[src/rtl/sct_pkg.sv]
`default_nettype none

package sct_pkg;

    // Field widths
    localparam int IN_W       = 17;   // x_in, y_in, clip offsets
    localparam int OUT_W      = 18;   // x_out, y_out
    localparam int VAL_W      = 19;   // internal signed working width
    localparam int MAG_W      = 18;   // magnitude fed to the remainder chain
    localparam int SIZE_W     = 16;   // clip width / height
    localparam int RECT_W     = 32;   // I/O rect registers
    localparam int FLAG_W     = 5;
    localparam int CFG_IDX_W  = 3;
    localparam int CFG_DATA_W = 32;

    localparam int COORD_BITS_DEF = 16;

    // One restoring step per cell, one cell per magnitude bit
    localparam int REM_STEPS = MAG_W;

    // Start to done: head stage, remainder cells, two tail stages
    localparam int PIPE_LAT = REM_STEPS + 3;

    localparam logic signed [VAL_W-1:0] VAL_ONE = VAL_W'(1);

    // view_flags bit positions
    localparam int FLAG_XMIRROR = 0;
    localparam int FLAG_YMIRROR = 1;
    localparam int FLAG_XWRAP   = 2;
    localparam int FLAG_YWRAP   = 3;
    localparam int FLAG_XYSWAP  = 4;

    typedef enum logic [CFG_IDX_W-1:0] {
        REG_VIEW_FLAGS    = 3'd0,
        REG_CLIP_X_OFFSET = 3'd1,
        REG_CLIP_Y_OFFSET = 3'd2,
        REG_CLIP_WIDTH    = 3'd3,
        REG_CLIP_HEIGHT   = 3'd4,
        REG_IO_RECT_MIN   = 3'd5,
        REG_IO_RECT_END   = 3'd6
    } sct_reg_t;

    typedef enum logic {
        CMD_FORWARD = 1'b0,
        CMD_REVERSE = 1'b1
    } sct_cmd_t;

    // Configuration as seen by the datapath
    typedef struct packed {
        logic [FLAG_W-1:0]        flags;
        logic signed [IN_W-1:0]   x_off;
        logic signed [IN_W-1:0]   y_off;
        logic [SIZE_W-1:0]        width;
        logic [SIZE_W-1:0]        height;
        logic [RECT_W-1:0]        io_min;
        logic [RECT_W-1:0]        io_end;
    } sct_cfg_t;

    // One beat travelling down the cell row
    typedef struct packed {
        logic                     valid;
        sct_cmd_t                 cmd;
        logic                     neg_x;
        logic                     neg_y;
        logic signed [VAL_W-1:0]  vx;
        logic signed [VAL_W-1:0]  vy;
        logic [MAG_W-1:0]         rx;
        logic [MAG_W-1:0]         ry;
    } sct_item_t;

endpackage

`default_nettype wire

[src/rtl/surface_coordinate_translator.sv]
`default_nettype none

// Channel   | Signals                              | Direction | Handshake
// ----------+--------------------------------------+-----------+--------------------------
// command   | start, command, x_in, y_in           | in        | beat taken at start && !busy
// result    | done, ok, x_out, y_out               | out       | one-cycle strobe on done
// config    | cfg_write, cfg_index, cfg_data       | in        | written when cfg_write high
//
// From start to done a beat passes one head stage, one restoring remainder
// cell per magnitude bit (18 cells) and two tail stages.
// One beat is taken every cycle; busy is always low.
// Reset (rst_n, asynchronous) clears the valid bits and loads register defaults.
// The receiver cannot stall: each result shows for exactly one cycle.

module surface_coordinate_translator
    import sct_pkg::*;
#(
    parameter int COORD_BITS = COORD_BITS_DEF
)
(
    input  wire logic                         clk,
    input  wire logic                         rst_n,
    input  wire logic                         start,
    output logic                              busy,
    input  wire logic                         command,
    input  wire logic signed [IN_W-1:0]       x_in,
    input  wire logic signed [IN_W-1:0]       y_in,
    output logic                              done,
    output logic                              ok,
    output logic signed [OUT_W-1:0]           x_out,
    output logic signed [OUT_W-1:0]           y_out,
    input  wire logic                         cfg_write,
    input  wire logic [CFG_IDX_W-1:0]         cfg_index,
    input  wire logic [CFG_DATA_W-1:0]        cfg_data
);

    sct_cfg_t   cfg_reg, cfg_next;
    logic       accept;
    sct_item_t  chain [REM_STEPS+1];

    // Configuration registers
    always_comb
    begin
        cfg_next = cfg_reg;
        if (cfg_write)
        begin
            case (sct_reg_t'(cfg_index))
                REG_VIEW_FLAGS:    cfg_next.flags  = cfg_data[FLAG_W-1:0];
                REG_CLIP_X_OFFSET: cfg_next.x_off  = signed'(cfg_data[IN_W-1:0]);
                REG_CLIP_Y_OFFSET: cfg_next.y_off  = signed'(cfg_data[IN_W-1:0]);
                REG_CLIP_WIDTH:    cfg_next.width  = cfg_data[SIZE_W-1:0];
                REG_CLIP_HEIGHT:   cfg_next.height = cfg_data[SIZE_W-1:0];
                REG_IO_RECT_MIN:   cfg_next.io_min = cfg_data[RECT_W-1:0];
                REG_IO_RECT_END:   cfg_next.io_end = cfg_data[RECT_W-1:0];
                default:           cfg_next = cfg_reg;
            endcase
        end
    end

    always_ff @(posedge clk or negedge rst_n)
    begin
        if (!rst_n)
        begin
            cfg_reg.flags  <= '0;
            cfg_reg.x_off  <= '0;
            cfg_reg.y_off  <= '0;
            cfg_reg.width  <= '1;
            cfg_reg.height <= '1;
            cfg_reg.io_min <= '0;
            cfg_reg.io_end <= '1;
        end
        else
        begin
            cfg_reg <= cfg_next;
        end
    end

    assign busy   = 1'b0;
    assign accept = start && !busy;

    // Mirror and sign/magnitude split for forward beats, x/y swap for reverse beats
    sct_head u_head (
        .clk     (clk),
        .rst_n   (rst_n),
        .accept  (accept),
        .command (command),
        .x_in    (x_in),
        .y_in    (y_in),
        .cfg     (cfg_reg),
        .item    (chain[0])
    );

    // Remainder cells, most significant shift first
    for (genvar i = 0; i < REM_STEPS; i++)
    begin : g_cell
        sct_cell #(
            .SHIFT (REM_STEPS - 1 - i)
        ) u_cell (
            .clk      (clk),
            .rst_n    (rst_n),
            .div_x    (cfg_reg.width),
            .div_y    (cfg_reg.height),
            .item_in  (chain[i]),
            .item_out (chain[i+1])
        );
    end

    // Wrap, offset, bounds check, swap or unoffset and mirror, and result registers
    sct_tail #(
        .COORD_BITS (COORD_BITS)
    ) u_tail (
        .clk   (clk),
        .rst_n (rst_n),
        .cfg   (cfg_reg),
        .item  (chain[REM_STEPS]),
        .done  (done),
        .ok    (ok),
        .x_out (x_out),
        .y_out (y_out)
    );

endmodule

`default_nettype wire

[src/rtl/sct_head.sv]
`default_nettype none

module sct_head
    import sct_pkg::*;
(
    input  wire logic                    clk,
    input  wire logic                    rst_n,
    input  wire logic                    accept,
    input  wire logic                    command,
    input  wire logic signed [IN_W-1:0]  x_in,
    input  wire logic signed [IN_W-1:0]  y_in,
    input  wire sct_cfg_t                cfg,
    output sct_item_t                    item
);

    logic                     valid_reg;
    sct_item_t                data_reg;
    sct_item_t                data_next;

    logic signed [VAL_W-1:0]  xs, ys, wx, hy;
    logic signed [VAL_W-1:0]  vx, vy, nvx, nvy;

    // Widen inputs and clip sizes
    assign xs = {{(VAL_W-IN_W){x_in[IN_W-1]}}, x_in};
    assign ys = {{(VAL_W-IN_W){y_in[IN_W-1]}}, y_in};
    assign wx = signed'({{(VAL_W-SIZE_W){1'b0}}, cfg.width});
    assign hy = signed'({{(VAL_W-SIZE_W){1'b0}}, cfg.height});

    // Mirror, and its negation in parallel so the magnitude needs no second add
    always_comb
    begin
        if (cfg.flags[FLAG_XMIRROR])
        begin
            vx  = wx - VAL_ONE - xs;
            nvx = xs + VAL_ONE - wx;
        end
        else
        begin
            vx  = xs;
            nvx = -xs;
        end
        if (cfg.flags[FLAG_YMIRROR])
        begin
            vy  = hy - VAL_ONE - ys;
            nvy = ys + VAL_ONE - hy;
        end
        else
        begin
            vy  = ys;
            nvy = -ys;
        end
    end

    // Forward beats carry sign and magnitude; reverse beats are swapped here when FLAG_XYSWAP is set
    always_comb
    begin
        data_next       = '0;
        data_next.valid = accept;
        data_next.cmd   = sct_cmd_t'(command);
        if (sct_cmd_t'(command) == CMD_FORWARD)
        begin
            data_next.vx    = vx;
            data_next.vy    = vy;
            data_next.neg_x = vx[VAL_W-1];
            data_next.neg_y = vy[VAL_W-1];
            data_next.rx    = vx[VAL_W-1] ? nvx[MAG_W-1:0] : vx[MAG_W-1:0];
            data_next.ry    = vy[VAL_W-1] ? nvy[MAG_W-1:0] : vy[MAG_W-1:0];
        end
        else
        begin
            data_next.vx = cfg.flags[FLAG_XYSWAP] ? ys : xs;
            data_next.vy = cfg.flags[FLAG_XYSWAP] ? xs : ys;
        end
    end

    always_ff @(posedge clk or negedge rst_n)
    begin
        if (!rst_n)
        begin
            valid_reg <= 1'b0;
        end
        else
        begin
            valid_reg <= accept;
        end
    end

    always_ff @(posedge clk)
    begin
        data_reg <= data_next;
    end

    always_comb
    begin
        item       = data_reg;
        item.valid = valid_reg;
    end

endmodule

`default_nettype wire

[src/rtl/sct_cell.sv]
`default_nettype none

// One restoring remainder step for both lanes: subtract divisor << SHIFT if it fits
module sct_cell
    import sct_pkg::*;
#(
    parameter int SHIFT = 0
)
(
    input  wire logic                clk,
    input  wire logic                rst_n,
    input  wire logic [SIZE_W-1:0]   div_x,
    input  wire logic [SIZE_W-1:0]   div_y,
    input  wire sct_item_t           item_in,
    output sct_item_t                item_out
);

    localparam int CW = SIZE_W + REM_STEPS;

    logic                 valid_reg;
    sct_item_t            data_reg;
    sct_item_t            data_next;

    logic [CW-1:0]        dsh_x, dsh_y;
    logic [CW-1:0]        rem_x, rem_y;

    assign dsh_x = CW'(div_x) << SHIFT;
    assign dsh_y = CW'(div_y) << SHIFT;
    assign rem_x = CW'(item_in.rx);
    assign rem_y = CW'(item_in.ry);

    // Conditional subtract per lane
    always_comb
    begin
        data_next = item_in;
        if (rem_x >= dsh_x)
        begin
            data_next.rx = item_in.rx - dsh_x[MAG_W-1:0];
        end
        if (rem_y >= dsh_y)
        begin
            data_next.ry = item_in.ry - dsh_y[MAG_W-1:0];
        end
    end

    always_ff @(posedge clk or negedge rst_n)
    begin
        if (!rst_n)
        begin
            valid_reg <= 1'b0;
        end
        else
        begin
            valid_reg <= item_in.valid;
        end
    end

    always_ff @(posedge clk)
    begin
        data_reg <= data_next;
    end

    always_comb
    begin
        item_out       = data_reg;
        item_out.valid = valid_reg;
    end

endmodule

`default_nettype wire

[src/rtl/sct_tail.sv]
`default_nettype none

module sct_tail
    import sct_pkg::*;
#(
    parameter int COORD_BITS = COORD_BITS_DEF
)
(
    input  wire logic                     clk,
    input  wire logic                     rst_n,
    input  wire sct_cfg_t                 cfg,
    input  wire sct_item_t                item,
    output logic                          done,
    output logic                          ok,
    output logic signed [OUT_W-1:0]       x_out,
    output logic signed [OUT_W-1:0]       y_out
);

    localparam logic [RECT_W-1:0] CMASK = RECT_W'((64'd1 << COORD_BITS) - 64'd1);

    // Stage A registers
    logic                     a_valid_reg;
    sct_cmd_t                 a_cmd_reg, a_cmd_next;
    logic signed [VAL_W-1:0]  a_px_reg, a_px_next;
    logic signed [VAL_W-1:0]  a_py_reg, a_py_next;

    // Output registers
    logic                     done_reg;
    logic                     ok_reg, ok_next;
    logic signed [OUT_W-1:0]  x_reg, x_next;
    logic signed [OUT_W-1:0]  y_reg, y_next;

    logic [SIZE_W-1:0]        fx, fy;
    logic signed [VAL_W-1:0]  wrx, wry, offx, offy, wx, hy, qx, qy;
    logic [RECT_W-1:0]        xmin, ymin, xend, yend, pxu, pyu;

    assign offx = {{(VAL_W-IN_W){cfg.x_off[IN_W-1]}}, cfg.x_off};
    assign offy = {{(VAL_W-IN_W){cfg.y_off[IN_W-1]}}, cfg.y_off};
    assign wx   = signed'({{(VAL_W-SIZE_W){1'b0}}, cfg.width});
    assign hy   = signed'({{(VAL_W-SIZE_W){1'b0}}, cfg.height});

    // Stage A: floor correction of the remainder, wrap select, add clip offset to forward beats
    always_comb
    begin
        fx = (item.neg_x && item.rx != '0)
             ? SIZE_W'({{(MAG_W-SIZE_W){1'b0}}, cfg.width} - item.rx)
             : item.rx[SIZE_W-1:0];
        fy = (item.neg_y && item.ry != '0)
             ? SIZE_W'({{(MAG_W-SIZE_W){1'b0}}, cfg.height} - item.ry)
             : item.ry[SIZE_W-1:0];

        wrx = (cfg.flags[FLAG_XWRAP] && cfg.width != '0)
              ? signed'({{(VAL_W-SIZE_W){1'b0}}, fx}) : item.vx;
        wry = (cfg.flags[FLAG_YWRAP] && cfg.height != '0)
              ? signed'({{(VAL_W-SIZE_W){1'b0}}, fy}) : item.vy;

        a_cmd_next = item.cmd;
        if (item.cmd == CMD_FORWARD)
        begin
            a_px_next = wrx + offx;
            a_py_next = wry + offy;
        end
        else
        begin
            a_px_next = item.vx;
            a_py_next = item.vy;
        end
    end

    always_ff @(posedge clk or negedge rst_n)
    begin
        if (!rst_n)
        begin
            a_valid_reg <= 1'b0;
            done_reg    <= 1'b0;
        end
        else
        begin
            a_valid_reg <= item.valid;
            done_reg    <= a_valid_reg;
        end
    end

    always_ff @(posedge clk)
    begin
        a_cmd_reg <= a_cmd_next;
        a_px_reg  <= a_px_next;
        a_py_reg  <= a_py_next;
        ok_reg    <= ok_next;
        x_reg     <= x_next;
        y_reg     <= y_next;
    end

    // I/O rect bounds
    assign xmin = cfg.io_min & CMASK;
    assign ymin = (cfg.io_min >> COORD_BITS) & CMASK;
    assign xend = cfg.io_end & CMASK;
    assign yend = (cfg.io_end >> COORD_BITS) & CMASK;
    assign pxu  = RECT_W'(a_px_reg[VAL_W-2:0]);
    assign pyu  = RECT_W'(a_py_reg[VAL_W-2:0]);

    // Stage B: bounds check, then swap (forward) or unoffset and mirror (reverse)
    always_comb
    begin
        ok_next = !a_px_reg[VAL_W-1] && !a_py_reg[VAL_W-1]
                  && pxu >= xmin && pyu >= ymin && pxu < xend && pyu < yend;

        qx = cfg.flags[FLAG_XMIRROR] ? wx - VAL_ONE - a_px_reg + offx : a_px_reg - offx;
        qy = cfg.flags[FLAG_YMIRROR] ? hy - VAL_ONE - a_py_reg + offy : a_py_reg - offy;

        if (!ok_next)
        begin
            x_next = '0;
            y_next = '0;
        end
        else if (a_cmd_reg == CMD_REVERSE)
        begin
            x_next = qx[OUT_W-1:0];
            y_next = qy[OUT_W-1:0];
        end
        else if (cfg.flags[FLAG_XYSWAP])
        begin
            x_next = a_py_reg[OUT_W-1:0];
            y_next = a_px_reg[OUT_W-1:0];
        end
        else
        begin
            x_next = a_px_reg[OUT_W-1:0];
            y_next = a_py_reg[OUT_W-1:0];
        end
    end

    assign done  = done_reg;
    assign ok    = ok_reg;
    assign x_out = x_reg;
    assign y_out = y_reg;

endmodule

`default_nettype wire

[config.mk]
export PLATFORM = sky130hd
export DESIGN_NAME = surface_coordinate_translator
export DESIGN_NICKNAME = d
export VERILOG_FILES = /design/src/rtl/sct_pkg.sv /design/src/rtl/surface_coordinate_translator.sv /design/src/rtl/sct_head.sv /design/src/rtl/sct_cell.sv /design/src/rtl/sct_tail.sv
export SDC_FILE = /design/constraint.sdc
export NUM_CORES = 2
export LEC_CHECK = 0
export ABC_AREA = 1
export BUFFER_PORTS_ARGS = -buffer_cell sky130_fd_sc_hd__buf_2
export CORE_AREA = 3 3 370 463
export CTS_BUF_LIST = sky130_fd_sc_hd__clkbuf_16
export DETAILED_ROUTE_END_ITERATION = 10
export DIE_AREA = 0 0 373 466
export PLACE_DENSITY_LB_ADDON = 0.2
export SYNTH_ARGS = -nofsm -noshare
export SYNTH_HDL_FRONTEND = slang
export SYNTH_SLANG_ARGS = --single-unit
[constraint.sdc]
create_clock -name clk -period 9.69 [get_ports clk]
set_input_delay 0.969 -clock clk [delete_from_list [all_inputs] [get_ports clk]]
set_output_delay 0.969 -clock clk [all_outputs]
set_load 0.1 [all_outputs]
Word level (Yosys, flattened, before mapping)
Index checks and enable logic that the tools add are counted.
Widths: inputs -> output; s select.
{"block": "totals", "reg_bits": 1695, "latchBits": 0, "ram_bits": 0, "mem_bits_ro": 0, "in_bits": 74, "elab_cells": 349, "memories": 0}
{"block": "op_classes", "n_addsub": 56, "n_mul": 0, "n_div": 0, "magnitude_cmp": 40, "n_eq_ne": 6, "n_shift": 0, "muxes": 57, "bitwise": 0, "n_reduce_logical": 23}
{"op": "$mux 18", "n": 46}
{"op": "$sub 18x18->18", "n": 32}
{"op": "$mux 19", "n": 8}
{"op": "$sub 18x17->18", "n": 6}
{"op": "$ge 18x16->1", "n": 4}
{"op": "$ge 18x33->1", "n": 2}
{"op": "$ge 18x32->1", "n": 2}
{"op": "$ge 18x31->1", "n": 2}
{"op": "$ge 18x30->1", "n": 2}
{"op": "$ge 18x29->1", "n": 2}
{"op": "$ge 18x28->1", "n": 2}
{"op": "$ge 18x27->1", "n": 2}
{"op": "$ge 18x26->1", "n": 2}
{"op": "$ge 18x25->1", "n": 2}
{"op": "$ge 18x24->1", "n": 2}
{"op": "$ge 18x23->1", "n": 2}
{"op": "$ge 18x22->1", "n": 2}
{"op": "$ge 18x21->1", "n": 2}
{"op": "$ge 18x20->1", "n": 2}
{"op": "$add 19x17->19", "n": 2}
{"op": "$ge 18x19->1", "n": 2}
{"op": "$mux 38", "n": 1}
{"op": "$add 17x2->18 const B", "n": 2}
{"op": "$add 18x17->18", "n": 2}
{"op": "other kinds (19)", "n": 49}

Longest topological paths before layout
{"block": "logic_depth", "depth_word": 6, "mapped_depth": 26}

By module
A second synthesis with hierarchy kept.
{"block": "unflattened", "cells_unflattened": 12012, "hier_area_um2": 87938.1}
{"module": "sct_tail", "instances": 1, "cells_each": 2520, "area_per_inst_um2": 14838.0}
{"module": "sct_head", "instances": 1, "cells_each": 1449, "area_per_inst_um2": 8710.9}
{"module": "surface_coordinate_translator", "instances": 1, "cells_each": 593, "area_per_inst_um2": 5396.4}
{"module": "sct_cell at g_cell[16].u_cell", "instances": 1, "cells_each": 674, "area_per_inst_um2": 4604.4}
{"module": "sct_cell at g_cell[15].u_cell", "instances": 1, "cells_each": 624, "area_per_inst_um2": 4533.1}
{"module": "sct_cell at g_cell[17].u_cell", "instances": 1, "cells_each": 663, "area_per_inst_um2": 4401.7}
{"module": "sct_cell at g_cell[14].u_cell", "instances": 1, "cells_each": 568, "area_per_inst_um2": 4092.7}
{"module": "sct_cell at g_cell[13].u_cell", "instances": 1, "cells_each": 547, "area_per_inst_um2": 4032.6}
{"module": "sct_cell at g_cell[12].u_cell", "instances": 1, "cells_each": 517, "area_per_inst_um2": 3774.9}
{"module": "sct_cell at g_cell[11].u_cell", "instances": 1, "cells_each": 457, "area_per_inst_um2": 3603.5}
{"module": "sct_cell at g_cell[10].u_cell", "instances": 1, "cells_each": 443, "area_per_inst_um2": 3409.5}
{"module": "sct_cell at g_cell[9].u_cell", "instances": 1, "cells_each": 383, "area_per_inst_um2": 3184.3}
{"module": "sct_cell at g_cell[8].u_cell", "instances": 1, "cells_each": 370, "area_per_inst_um2": 3095.5}
{"module": "sct_cell at g_cell[7].u_cell", "instances": 1, "cells_each": 359, "area_per_inst_um2": 3024.2}
{"module": "7 more rows"}

Worst setup path after synthesis
Ideal clock, no wire load.
{"block": "synth_timing", "path_kind": "register to register", "from": "register cfg_reg[65] (netlist bit)", "to": "register u_tail.y_reg[17], in the netlist u_tail.y_out[17]", "setup_ns": 0.115, "arrival_ns": 3.920, "slack_ns": 5.654, "path_stages_with_launch": 23, "n_path_buf": 0, "cell_sequence": "dfstp_2 -> inv_1 -> ha_1 -> nand2_1 -> nor2_1 -> inv_1 -> nor2_1 -> inv_1 -> nor2_2 -> nand2_1 -> xor2_1 -> fa_1 -> ha_1 -> a21oi_1 -> o21ai_0 -> nand2_1 -> nand2_1 -> nor2_1 -> nand3_1 -> nand2_1 -> nor2_1 -> nor2_1 -> nor2_1"}
{"block": "synth_between", "elab_chain_cells": 5}
{"item": "start, declared", "line": "surface_coordinate_translator.sv:37", "source": "sct_cfg_t cfg_reg, cfg_next;"}
{"item": "start signal, assigned", "line": "surface_coordinate_translator.sv:74", "source": "cfg_reg <= cfg_next;"}
{"item": "$sub 16x1->17", "line": "sct_tail.sv:109", "source": "qy = cfg.flags[FLAG_YMIRROR] ? hy - VAL_ONE - a_py_reg + offy : a_py_reg - offy;"}
{"item": "$sub 17x18->18", "line": "sct_tail.sv:109"}
{"item": "$add 18x17->18", "line": "sct_tail.sv:109"}
{"item": "$mux 18", "line": "sct_tail.sv:109"}
{"item": "$mux 18", "line": "sct_tail.sv:116", "source": "else if (a_cmd_reg == CMD_REVERSE)"}
{"item": "end signal, assigned", "line": "sct_tail.sv:91", "source": "y_reg <= y_next;"}
{"item": "end, declared", "line": "sct_tail.sv:31", "source": "logic signed [OUT_W-1:0] y_reg, y_next;"}
No other way between the ends.
A chain may end at the register's enable or synchronous reset.

Worst setup path in the final report
{"block": "layout_timing", "from": "register cfg_reg[65] (netlist bit)", "to": "register u_tail.a_py_reg[16]"}
{"block": "layout_between", "elab_chain_cells": 5}
{"item": "$sub 16x16->16 or $reduce_bool 16->1 (tied branches)", "line": "sct_tail.sv:49, sct_tail.sv:54"}
{"item": "$mux 16 or $logic_and 1x1->1 (tied branches)", "line": "sct_tail.sv:49, sct_tail.sv:54"}
{"item": "$mux 19 (*)", "line": "sct_tail.sv:55", "source": "? signed'({{(VAL_W-SIZE_W){1'b0}}, fy}) : item.vy;"}
{"item": "$add 19x17->19 (*)", "line": "sct_tail.sv:61", "source": "a_py_next = wry + offy;"}
{"item": "$mux 19 (*)", "line": "sct_tail.sv:58", "source": "if (item.cmd == CMD_FORWARD)"}
{"item": "named net u_tail.a_py_next[16]", "line": "sct_tail.sv:25", "source": "logic signed [VAL_W-1:0] a_py_reg, a_py_next;"}
{"item": "end signal, assigned", "line": "sct_tail.sv:88", "source": "a_py_reg <= a_py_next;"}
{"item": "end, declared", "line": "sct_tail.sv:25"}
Mark *: on every way through the listed nets, which the timed path passes. The rest lies on a longest branch.

==> metrics.md <==
| Metric | Value |
|---|---|
| Status | `finished, final reports clean` |
| Layout cell share with drive strength beyond 1 | `a little under 7%` |
| Fill cells | `approximately 16000` |
| Die height | `466 um` |
| I/O Buffers | `about 110` |
| Row count | `168` |
| Maximum clock frequency | `206 MHz` |
| Design area | `between 0.08 and 0.09 mm^2` |
| Seq/Total Area, Yosys | `between 40% and 50%` |
| Max cap viols | `0` |
| Post-synth ARST share | `about a tenth` |
| Synth top cells by count | `nand2_1, dfxtp_1, inv_1` |
| Worst path slowest cell | `o31ai_4` |
| H-tree Lvls | `4` |
| RSZ-0062 raised after global routing | `no` |
| Via count of the first global-routing pass | `59825` |
| Crit Path Category | `reg2reg` |
| Vias | `just over 60000` |
| Number of flops mapped to enable cells by yosys | `0` |
| Crit path launch | `cfg_reg[65]` |
| CP arrival | `5.56 ns` |
| GPL Wtd Cong | `just under 1` |
| CTS tree | `done` |
| Clock sinks | `between 1500 and 2000` |
| Cell-by-cell trace of the critical path | `inv_1 > buf_4 > ha_1 > nand2_1 > o31ai_4 > inv_2 > nand2_1 > o22ai_1 > inv_1 > ha_1 > inv_1 > fa_1 > inv_1 > nand2_1 > o21ai_1 > a21boi_0 > o21ai_1 > nand2_1 > nand2_1 > nand2_1 > nand3_1 > o21ai_0` |
| Fin nets | `10012` |
| Post-CTS setup buffers | `0` |
| CP Launch Type | `flip-flop` |
| Top cells by area, synth | `dfxtp_1, ha_1, nand2_1` |
| Leakage | `about 0.040 uW` |
| Grt ovf | `0` |
| Most common cell in the netlist | `nand2_1` |
| Slowest stage delay, CP | `~0.83 ns` |
| Largest area contributor in the netlist | `dfxtp_1` |
| Finish-stage setup viols | `0` |
| First-pass GRT wire length | `between 300000 and 400000 um` |
| Die Wd | `approximately 370 um` |
| Root Buffer | `clkbuf_16` |
| Max FFs per register | `about 1400` |
| Worst ir drop on vdd | `0.000162 V` |
| Data required, critical path | `just over 10 ns` |
| Post-Route WL | `approximately 240000 um` |
| Cells after synthesis | `9054` |
| Final Cycle Share | `50.1%` |
| R2R Path Start | `cfg_reg[65]` |
| Boundary Pins | `~110` |
| Max clock buf depth | `3` |
| Max_slew headroom | `27.0%` |
| Synth Area per Inst | `between 8 and 9 um^2` |
| Initial antenna violation count | `15` |
| Worst hold path class | `in2async` |
| Yosys Warn Count | `0` |
| Routed Antenna Nets | `0` |
| Yosys reg bits | `~1700` |
| Crit-path max FO | `22` |
| First-pass DRT Iterations | `6` |
| Skew final | `between 0.05 and 0.06 ns` |
| Mapped Area | `around 0.075 mm^2` |
| Final setup TNS | `0 ns` |
| Starting Density | `between 40% and 50%` |
| Footprint of the multi-input gates | `roughly 0.037 mm^2` |
| Main synth FF type | `dfxtp_1` |
| Drt drc | `0` |
| Pins Over Slew Limit | `0` |
| Die Footprint | `about 0.17 mm^2` |
| Post-placement cell area | `0.0780 mm^2` |
| Final Hold Fails | `0` |
| Clock Pin Slew Worst Setup and Hold Paths | `0.07 ns` |
| Syn Nets | `approximately 9800` |
| Post-synth cell types | `between 60 and 70` |
| Critical path endpoint category | `flip-flop` |
| CTS buffer count | `around 160` |
| Most used cell along the critical path | `nand2_1` |
| GRT Total Usage | `27.1%` |
| CTS Hold Bufs | `0` |
| Min Tclk post-route | `~4.9 ns` |
| Crit path buf inv count | `6` |
| Pwr Density | `roughly 370 mW/mm^2` |
| Sequential cell area | `roughly 0.034 mm^2` |
| Area delta synth->final | `11.6%` |
| Synth top area share | `about two fifths` |
| Worst Tran Pin Value | `~1.1 ns` |
| Clock latency on the worst-skew pair | `0.84 ns` |
| Core box area | `about 0.17 mm^2` |
| Top delay family on crit path | `compound AO/OA/AOI/OAI gates` |
| Post-DP HPWL | `~190000 um` |
| Initial detailed-routing violation count | `about 4800` |
| Vias/cell | `about 5.3` |
| Largest net degree at the start of global routing | `95` |
| # resized after CTS | `0` |
| Routed len/inst | `roughly 21 um` |
-- cell families after synthesis --
| kind of cell | Yosys count | synth area share, % |
|---|---|---|
| simple gates | 3689 | 21.1 |
| mux | 2 | 0.0266 |
| fa+ha+maj | 720 | 12.8 |
| other cells | 1 | 0.00499 |
| xor+xnor | 326 | 3.80 |
| buf+inv | 1084 | 5.66 |
| compound gates | 1575 | 11.3 |
| flops | 1657 | 45.3 |
-- where the power goes --
part	total (uW)	internal [uW]	leakage (uW)	switching [uW]
logic	14500	5120	0.0228	9340
clock network	6670	3740	0.00281	2930
registers	10100	8740	0.0144	1370
-- layer usage --
metal | up-vias | share of wire [%] | GRT usage [%]
met1 | 28895 | 45 | 36.4
met4 | 4 | 3.9 | 10.3
li1 | 30346 | - | -
met5 | - | 0.012 | 0
met3 | 432 | 6.9 | 5.23
met2 | 1818 | 44 | 43.2
-- final timing paths --
check / to / slack (ns) / cells past startpoint
setup / recovery: u_tail.a_py_reg[16] / 4.83 / 22
hold / removal: cfg_reg[49] / 0.25 / 1
setup reg to reg: u_tail.a_py_reg[16] / 4.83 / 22
hold reg to reg: g_cell[17].u_cell.item_out[66] / 0.30 / 0
max in group asynchronous: cfg_reg[134] / 7.86 / 2
min in group clk: g_cell[17].u_cell.item_out[66] / 0.30 / 0
-- cell usage in the layout, fill, tap and decap left out, drive strengths merged, types with 92 or more instances in the layout --
| cell type | count |
|---|---|
| nand2 | 2039 |
| dfxtp | 1501 |
| inv | 949 |
| nor2 | 713 |
| o21ai | 704 |
| a21oi | 674 |
| ha | 642 |
| nand3 | 459 |
| xor2 | 225 |
| nand4 | 190 |
| clkbuf | 167 |
| buf | 157 |
| nor3 | 114 |
| xnor2 | 101 |
| dfrtp | 92 |
-- cell type report --
class	count	share of cell area [%]
multi-input cells	6313	44.0
flip-flops and latches	1657	40.6
clock buffers	167	4.99
inverters	925	4.14
well taps	2210	3.30
clock inverters	141	1.90
repair buffers	157	1.08
diodes	3	0.00896
-- through the flow --
step / hold slack, ns / cells / utilization (%) / setup WS (ns) / total power [uW]
after floorplan: 0.310 / 9054 / - / 5.65 / 20300
after global placement: 0.310 / 11262 / 46.6 / 5.02 / 24400
after detailed placement: 0.312 / 11262 / 46.6 / 4.95 / 24500
after CTS: 0.243 / 11570 / 50.0 / 4.92 / 31300
after global routing: 0.261 / 11571 / 50.0 / 4.48 / 33700
final: 0.245 / 11573 / 50.0 / 4.83 / 31200
Power figures use the tool's default switching activity.
